==> src/rtl/rbre_pkg.sv <==
// Shared constants, types and helpers for the recent-byte run encoder.
package rbre_pkg;

	localparam int HIST_DEPTH = 8;
	localparam int POS_W      = $clog2(HIST_DEPTH);
	localparam int CODE_W     = 16;
	localparam int LEN_W      = 5;
	localparam logic [HIST_DEPTH-1:0] MASK_LIMIT = HIST_DEPTH'(7);

	// code lengths of the pieces that make up one result
	localparam logic [LEN_W-1:0] LEN_NONE    = LEN_W'(0);
	localparam logic [LEN_W-1:0] LEN_MATCH   = LEN_W'(1);
	localparam logic [LEN_W-1:0] LEN_CLOSE   = LEN_W'(4);
	localparam logic [LEN_W-1:0] LEN_CLOSE_R = LEN_W'(7);
	localparam logic [LEN_W-1:0] LEN_LITERAL = LEN_W'(9);

	// one history slot as it moves down the chain
	typedef struct packed {
		logic       vld;
		logic [7:0] data;
	} link_t;

	// one coded result handed from the coder to the output stage
	typedef struct packed {
		logic              present;
		logic [CODE_W-1:0] bits;
		logic [LEN_W-1:0]  len;
		logic              done;
	} result_t;

	// position of the lowest set bit (nearest match)
	function automatic logic [POS_W-1:0] nearest_pos(input logic [HIST_DEPTH-1:0] mask);
		logic [POS_W-1:0] pos;
		pos = '0;
		for (int k = HIST_DEPTH - 1; k >= 0; k--) begin
			if (mask[k]) begin
				pos = POS_W'(k);
			end
		end
		return pos;
	endfunction

endpackage

==> src/rtl/rbre_cell.sv <==
// One history cell: stores a byte, compares it with the incoming byte, shifts on.
module rbre_cell (
	input  logic           clk,
	input  logic           arst_n,
	input  logic           shift_en,
	input  logic           clear,
	input  rbre_pkg::link_t prev,
	output rbre_pkg::link_t cur,
	input  logic [7:0]     probe,
	output logic           hit
);

	logic       vld_q;
	logic [7:0] data_q;

	// valid bit: cleared by reset or end of stream, else taken from neighbor
	always_ff @(posedge clk or negedge arst_n) begin
		if (!arst_n) begin
			vld_q <= 1'b0;
		end else if (clear) begin
			vld_q <= 1'b0;
		end else if (shift_en) begin
			vld_q <= prev.vld;
		end
	end

	// stored byte, guarded by vld_q
	always_ff @(posedge clk) begin
		if (shift_en) begin
			data_q <= prev.data;
		end
	end

	assign cur.vld  = vld_q;
	assign cur.data = data_q;
	assign hit      = vld_q && (data_q == probe);

endmodule

==> src/rtl/rbre_coder.sv <==
// Hold and repeat tracking plus code assembly for one beat.
module rbre_coder (
	input  logic                                clk,
	input  logic                                arst_n,
	input  logic                                take,
	input  logic                                eoi,
	input  logic [7:0]                          data,
	input  logic [rbre_pkg::HIST_DEPTH-1:0]     mask_raw,
	output rbre_pkg::result_t                   res
);

	logic                        hold_valid_q;
	logic [rbre_pkg::POS_W-1:0]  hold_pos_q;
	logic                        rep_valid_q;
	logic [2:0]                  rep_cnt_q;

	logic [rbre_pkg::HIST_DEPTH-1:0] mask;
	logic                            extend;
	logic [6:0]                      close_code;
	logic [rbre_pkg::LEN_W-1:0]      close_len;
	logic [8:0]                      cur_code;
	logic [rbre_pkg::LEN_W-1:0]      cur_len;
	logic [rbre_pkg::CODE_W-1:0]     close_wide;

	// end marker counts as no match
	assign mask   = eoi ? '0 : mask_raw;
	assign extend = hold_valid_q && mask[0] && (mask < rbre_pkg::MASK_LIMIT);

	// closing code of a pending hold
	always_comb begin
		close_code = '0;
		close_len  = rbre_pkg::LEN_NONE;
		if (hold_valid_q) begin
			if (rep_valid_q) begin
				close_code = {1'b1, hold_pos_q, rep_cnt_q};
				close_len  = rbre_pkg::LEN_CLOSE_R;
			end else begin
				close_code = {4'b0000, hold_pos_q};
				close_len  = rbre_pkg::LEN_CLOSE;
			end
		end
	end

	// code for the current byte
	always_comb begin
		if (eoi) begin
			cur_code = '0;
			cur_len  = rbre_pkg::LEN_NONE;
		end else if (mask == '0) begin
			cur_code = {1'b1, data};
			cur_len  = rbre_pkg::LEN_LITERAL;
		end else begin
			cur_code = '0;
			cur_len  = rbre_pkg::LEN_MATCH;
		end
	end

	// close code goes first, so it sits above the current code
	always_comb begin
		close_wide = rbre_pkg::CODE_W'(close_code);
		if (eoi) begin
			res.bits = close_wide;
		end else if (mask == '0) begin
			res.bits = (close_wide << 9) | rbre_pkg::CODE_W'(cur_code);
		end else begin
			res.bits = close_wide << 1;
		end
		res.present = !extend;
		res.len     = close_len + cur_len;
		res.done    = eoi;
	end

	// hold and repeat state
	always_ff @(posedge clk or negedge arst_n) begin
		if (!arst_n) begin
			hold_valid_q <= 1'b0;
			hold_pos_q   <= '0;
			rep_valid_q  <= 1'b0;
			rep_cnt_q    <= '0;
		end else if (take) begin
			if (extend) begin
				if (rep_valid_q) begin
					rep_cnt_q <= rep_cnt_q + 3'd1;
				end else begin
					rep_valid_q <= 1'b1;
					rep_cnt_q   <= '0;
				end
			end else begin
				hold_valid_q <= !eoi && (mask != '0);
				hold_pos_q   <= eoi ? '0 : rbre_pkg::nearest_pos(mask);
				rep_valid_q  <= 1'b0;
				rep_cnt_q    <= '0;
			end
		end
	end

endmodule

==> src/rtl/recent_byte_run_encoder_core.sv <==
// Top level of the recent-byte run encoder: history chain, coder and output skid.
//
//  channel | dir | tdata                                   | tlast
//  s_      | in  | [7:0] data_byte                         | end_of_input
//  m_      | out | [15:0] code_bits, [20:16] code_length   | stream_done
//
// One beat per cycle while s_tready is high; each result is registered.
// The eight-cell history chain compares and shifts in the same cycle as the coder.
// A beat that only extends a hold gives no output beat.
// A two-entry output stage (register plus skid) lets input continue under one
// stalled result; s_tready drops only while the skid entry is full.
// Reset clears the history valid bits and hold state at once; no init sweep.
module recent_byte_run_encoder_core (
	input  logic        clk,
	input  logic        arst_n,
	input  logic        s_tvalid,
	output logic        s_tready,
	input  logic [7:0]  s_tdata,   // [7:0] data_byte
	input  logic        s_tlast,
	output logic        m_tvalid,
	input  logic        m_tready,
	output logic [23:0] m_tdata,   // [15:0] code_bits, [20:16] code_length, [23:21] zero
	output logic        m_tlast
);

	logic take;
	rbre_pkg::link_t [rbre_pkg::HIST_DEPTH:0] link;
	logic [rbre_pkg::HIST_DEPTH-1:0] mask;
	rbre_pkg::result_t res;

	logic              out_vld_q;
	rbre_pkg::result_t out_q;
	logic              skid_vld_q;
	rbre_pkg::result_t skid_q;

	assign take = s_tvalid && s_tready;

	// history chain: cell k holds the byte seen k+1 beats ago
	assign link[0].vld  = 1'b1;
	assign link[0].data = s_tdata;

	for (genvar k = 0; k < rbre_pkg::HIST_DEPTH; k++) begin : g_cell
		rbre_cell u_cell (
			.clk      (clk),
			.arst_n   (arst_n),
			.shift_en (take && !s_tlast),
			.clear    (take && s_tlast),
			.prev     (link[k]),
			.cur      (link[k+1]),
			.probe    (s_tdata),
			.hit      (mask[k])
		);
	end

	rbre_coder u_coder (
		.clk      (clk),
		.arst_n   (arst_n),
		.take     (take),
		.eoi      (s_tlast),
		.data     (s_tdata),
		.mask_raw (mask),
		.res      (res)
	);

	// output register and skid entry: control
	always_ff @(posedge clk or negedge arst_n) begin
		if (!arst_n) begin
			out_vld_q  <= 1'b0;
			skid_vld_q <= 1'b0;
		end else if (!out_vld_q || m_tready) begin
			if (skid_vld_q) begin
				out_vld_q  <= 1'b1;
				skid_vld_q <= 1'b0;
			end else begin
				out_vld_q <= take && res.present;
			end
		end else if (take && res.present) begin
			skid_vld_q <= 1'b1;
		end
	end

	// output register and skid entry: payload
	always_ff @(posedge clk) begin
		if (!out_vld_q || m_tready) begin
			out_q <= skid_vld_q ? skid_q : res;
		end else if (take && res.present) begin
			skid_q <= res;
		end
	end

	assign s_tready = !skid_vld_q;
	assign m_tvalid = out_vld_q;
	assign m_tdata  = {3'b000, out_q.len, out_q.bits};
	assign m_tlast  = out_q.done;

endmodule
==> config.mk <==
export PLATFORM = sky130hd
export DESIGN_NAME = recent_byte_run_encoder_core
export DESIGN_NICKNAME = d
export VERILOG_FILES = /design/src/rtl/rbre_pkg.sv /design/src/rtl/rbre_cell.sv /design/src/rtl/rbre_coder.sv /design/src/rtl/recent_byte_run_encoder_core.sv
export SDC_FILE = /design/constraint.sdc
export NUM_CORES = 1
export LEC_CHECK = 0
export BUFFER_PORTS_ARGS = -buffer_cell sky130_fd_sc_hd__buf_2
export CAP_MARGIN = 15
export CORE_AREA = 2 2 139 141
export CTS_BUF_LIST = sky130_fd_sc_hd__clkbuf_16
export DETAILED_ROUTE_END_ITERATION = 12
export DIE_AREA = 0 0 141 143
export PLACE_DENSITY_LB_ADDON = 0.05
export SYNTH_ARGS = -nofsm -noshare
export SYNTH_HDL_FRONTEND = slang
export SYNTH_SLANG_ARGS = --single-unit
==> constraint.sdc <==
create_clock -name clk -period 12 [get_ports clk]
set_input_delay 1.2 -clock clk [delete_from_list [all_inputs] [get_ports clk]]
set_output_delay 1.2 -clock clk [all_outputs]
set_load 0.005 [all_outputs]
; After elaboration in Yosys (flattened, before gate mapping)
; Index checks and enable logic that the tools add are counted.
[word_totals]
word_cells = 111
reg_bits = 126
out_inout_bits = 27
[op_classes]
add_sub_neg = 2
reduce_logical = 26
muxes = 43
n_bitwise = 3
n_eq_ne = 8
order_cmp = 1
[op_table]
columns = op, count
row1 = 8-bit equality test, 8
row2 = 3-bit 2-to-1 mux, 12
row3 = 16-bit 2-to-1 mux, 2
row4 = 22-bit 2-to-1 mux, 1
row5 = 1-bit 2-to-1 mux, 20
row6 = 9-bit 2-to-1 mux, 2
row7 = 16-bit by 9-bit bitwise OR with 16-bit output, 1
row8 = 1-bit logical AND, 15
row9 = 7-bit 2-to-1 mux, 2
row10 = 8-bit logical NOT, 1
row11 = "8-bit by 3-bit less-than comparator with 1-bit output, second input constant", 1
row12 = 8-bit 2-to-1 mux, 1
row13 = 8-bit nonzero test, 1
row14 = 5-bit adder, 1
row15 = 5-bit 2-to-1 mux, 1
row16 = 1-bit logical NOT, 4
row17 = 4-bit 2-to-1 mux, 1
row18 = 2-bit AND reduction, 2
row19 = 2-bit nonzero test, 2
row20 = "3-bit by 1-bit adder with 3-bit output, second input constant", 1
row21 = 2-bit 2-to-1 mux, 1
row22 = 1-bit inverter, 2
row23 = 1-bit logical OR, 1

; Logic depth before layout (Yosys ltp)
[depth]
word_depth = 12
mapped_depth = 11
depth_no_buf = 8

; Hierarchy
; A second synthesis with hierarchy kept.
[hier_totals]
hier_cells = 373
area_unflattened_um2 = 5637.9
[by_module_without_submodules]
columns = module, cells_per_inst, instances, seq_area_each_um2, area_each_um2
row1 = rbre_cell, 24, 8, 265.3, 381.6
row2 = recent_byte_run_encoder_core, 85, 1, 1371.3, 1808.0
row3 = rbre_coder, 96, 1, 200.2, 777.0

; Worst setup path after synthesis
; OpenSTA, ideal clock, no wires.
[synth_timing]
path_type = input -> register
startpoint = input port s_tvalid
endpoint = register g_cell[0].u_cell.data_q[0], enable pin
t_arrival_ps = 4165
cell_stages = 3
n_path_buf = 1
setup_slack_ps = 7347
setup_ps = 488
t_required_ps = 11512
cell_sequence = nand2_1 > clkbuf_1 > nor2_1
[synth_via]
elab_chain_len = 2
[synth_rtl]
columns = element, line
row1 = "start, declared", recent_byte_run_encoder_core.sv:16  ; input logic s_tvalid,
row2 = 1-bit logical AND, recent_byte_run_encoder_core.sv:36  ; assign take = s_tvalid && s_tready;
row3 = 1-bit logical AND, recent_byte_run_encoder_core.sv:46  ; .shift_en (take && !s_tlast),
row4 = net g_cell[0].u_cell.shift_en, rbre_cell.sv:5  ; input logic shift_en,
row5 = "end signal, assigned", rbre_cell.sv:30  ; data_q <= prev.data;
row6 = "end, declared", rbre_cell.sv:14  ; logic [7:0] data_q;
; The timed path passes the listed nets, and every way through them passes these cells.
; A chain may end at the register's enable or synchronous reset.

; Worst setup path after layout
[layout_timing]
startpoint = input port s_tlast
endpoint = register skid_q[4] (netlist bit), enable pin
[layout_via]
elab_chain_len = 6
[layout_rtl]
columns = element, line
row1 = "start, declared", recent_byte_run_encoder_core.sv:19  ; input logic s_tlast,
row2 = 8-bit 2-to-1 mux (*), rbre_coder.sv:26  ; assign mask = eoi ? '0 : mask_raw;
row3 = 8-bit by 3-bit less-than comparator with 1-bit output or 1-bit logical AND (tied branches), rbre_coder.sv:27  ; assign extend = hold_valid_q && mask[0] && (mask < rbre_pkg::MASK_LIMIT);
row4 = 1-bit logical AND (*), rbre_coder.sv:27
row5 = 1-bit logical NOT (*), rbre_coder.sv:68  ; res.present = !extend;
row6 = 1-bit logical AND (*), recent_byte_run_encoder_core.sv:86  ; end else if (take && res.present) begin
row7 = 2-bit AND reduction (no source line) (*), n/a
row8 = "end signal, assigned", recent_byte_run_encoder_core.sv:87  ; skid_q <= res;
row9 = "end, declared", recent_byte_run_encoder_core.sv:34  ; rbre_pkg::result_t skid_q;
; Every way passes the cells marked *; elsewhere a longest branch is shown, timed or not.

==> impl_results.md <==
* Outcome: finished clean
* Top-area cell type share of the netlist area at 59.0%
* Max cap viols at 0
* Routability Congestion at 0.764
* First-pass GRT wire length at 19000 um
* Most frequent cell after synthesis: edfxtp_1
* Post-Synthesis Cells at 380
* # IOs at 40
* Synth Flop Type: edfxtp_1
* Die Footprint at 20200 um^2
* Grt ovf at 0
* Post-cts sizing count at 0
* Leakage at 0.00231 uW
* Final period util at 32.0%
* Initial Util at 29.6%
* Final net count at 434
* CP max-delay cell: nor4_1
* Worst Max-Slew Pin Slew at 1030 ps
* WL per Instance at 18.0 um
* Initial DRC count at 190
* Peak supply drop at 93.1 uV
* N_diodes at 0
* CP endpoint kind: flip-flop
* Antenna violations before repair at 0
* Startpoint types: primary input
* Top cells by area, synth: edfxtp_1 (59%), dfrtp_1 (8.2%), xnor2_1 (8.1%), mux2_2 (3.7%), xor2_1 (2.4%)
* F_max at 261 MHz
* Crit-path cells: buf_2, inv_2, nand2_1, nor4_1, nand4bb_1, nor3_1, or2_2, nor2_2, buf_8
* Top post-synthesis cells by count: edfxtp_1 (108), xnor2_1 (51), nand2_1 (32), o21ai_0 (19)
* Row cnt at 50
* Hold Crit Class: flip-flop to flip-flop
* Synth Area per Inst at 14.5 um^2
* Post-synthesis async set-or-reset flop share at 14.3%
* Vias per cell at 4.59
* Number of fill cells at 1822
* Clock slew at reported path FFs at 60 ps
* Setup violators final at 0
* Relative slew margins at 31.2%
* Final hold violation count at 0
* Slew Limit Fails at 0
* PD cells at 162 nW/um^2
* Clk_skew at 7.70 ps
* Setup Buffers After CTS at 0
* Total number of vias at 3043
* Clock root cell: clkbuf_16
* Largest area contributor in the synthesized netlist: edfxtp_1
* CTS tree: yes
* DRC violations left at 0
* CTS buffer count at 17
* Setup TNS at 0 ps
* Die Height at 143 um
* Post-synth EDFFs at 108
* Syn-to-layout area delta at 15.4%
* Clock Path Buffers at 2
* DIE WIDTH at 141 um
* Worst path max stage delay at 620 ps
* Top delay family on crit path: simple AND/OR/NAND/NOR gates
* First-pass DRT Iterations at 4
* Port Buffers at 36
* Hold_buf cts at 0
* Synthesized area at 5490 um^2
* RSZ-0062 raised after global routing: false
* Routed WL at 11900 um
* Post-DP HPWL at 8050 um
* Netlist cell types at 45
* CP max FO at 16
* Routed Antenna Nets at 0
* Gr usage total at 12.9%
* Core area at 18600 um^2
* Clock tree sinks at 126
* Ratio of cells with drive above 1 in the final layout at 21.7%
* Flops & latches, synth at 126
* Type of the worst setup path: primary input to flip-flop
* Post-synthesis sequential area ratio at 67.2%
* Later-pin clock latency in the skew report at 410 ps
* Yosys warnings at 0
* CP Data Required Time at 12120 ps
* Number of H-tree levels at 4
* Vias in the first global route at 3227
* Crit path time final at 3830 ps
* Post-layout util at 34.1%
* Worst path arrival time at 3950 ps
* Pin count of the biggest net entering global routing at 66
* Crit path buf inv count at 3
sequential cells by signal, summed over array words and instances, names as in the netlist, 3 cells and up:
signal	flops
skid_q	22
m_tdata	21
g_cell.u_cell.vld_q	8
g_cell.u_cell.data_q	64
u_coder.hold_pos_q	3
u_coder.rep_cnt_q	3
metal layers:
metal | vias up | wire length [um] | GRT usage [%]
met3 | 9 | 354 | 3.69
li1 | 1457 | - | -
met1 | 1532 | 5900 | 18.1
met5 | - | 0 | 0
met4 | 0 | 165 | 5.00
met2 | 45 | 5500 | 18.9
layout by cell type, fill, tap and decap left out, types with 9 or more instances in the layout:
master and count:
edfxtp_1 108, xnor2_1 51, buf_2 36, nand2_1 32, o21ai_0 19, mux2_2 18, dfrtp_1 18, clkbuf_16 17
xor2_1 15, inv_1 10, nand3_1 9
per-stage QoR:
stage,cell area (um^2),hold slack (ps),cells,setup slack [ps],power [uW]
after floorplan,5500,442,382,7350,578
after global placement,5840,453,632,7470,606
after detailed placement,5840,456,632,7420,606
after CTS,6320,469,662,7820,1040
after global routing,6340,474,663,7840,1070
final,6340,467,663,8170,1030
path summary, 6_finish.rpt:
path / cells past startpoint / start / endpoint / slack [ps]
hold / removal: 0 / g_cell[1].u_cell.data_q[0] / g_cell[2].u_cell.data_q[0] / 470
setup reg to reg: 5 / skid_vld_q / skid_q[4] / 8620
min in group asynchronous: 1 / arst_n / u_coder.hold_pos_q[0] / 750
setup / recovery: 9 / s_tlast / skid_q[4] / 8170
hold reg to reg: 0 / g_cell[1].u_cell.data_q[0] / g_cell[2].u_cell.data_q[0] / 470
max in group asynchronous: 1 / arst_n / g_cell[4].u_cell.vld_q / 10920
area by class of cell:
class / count / area [um^2] / area share (%)
clock inverter: 13 / 61.3 / 0.967
clock buffer: 17 / 425 / 6.71
inverter: 11 / 41.3 / 0.651
timing repair buffer: 39 / 210 / 3.32
sequential: 126 / 3690 / 58.3
tap: 234 / 293 / 4.62
multi-input combinational: 223 / 1610 / 25.5
report_power, final:
group | total [uW] | switching (uW) | internal [uW]
Combinational | 76.4 | 46.1 | 30.3
Sequential | 519 | 11.8 | 507
Clock | 430 | 177 | 253
logic make-up after synthesis:
family | share of synthesized area [%]
buf+inv | 3.71
other cells | 0.0683
mux | 3.87
simple gates | 8.38
xor+xnor | 10.5
fa+ha+maj | 0.683
flops | 67.2
compound gates | 5.53
No activity file was read; power rests on OpenSTA's default activity.
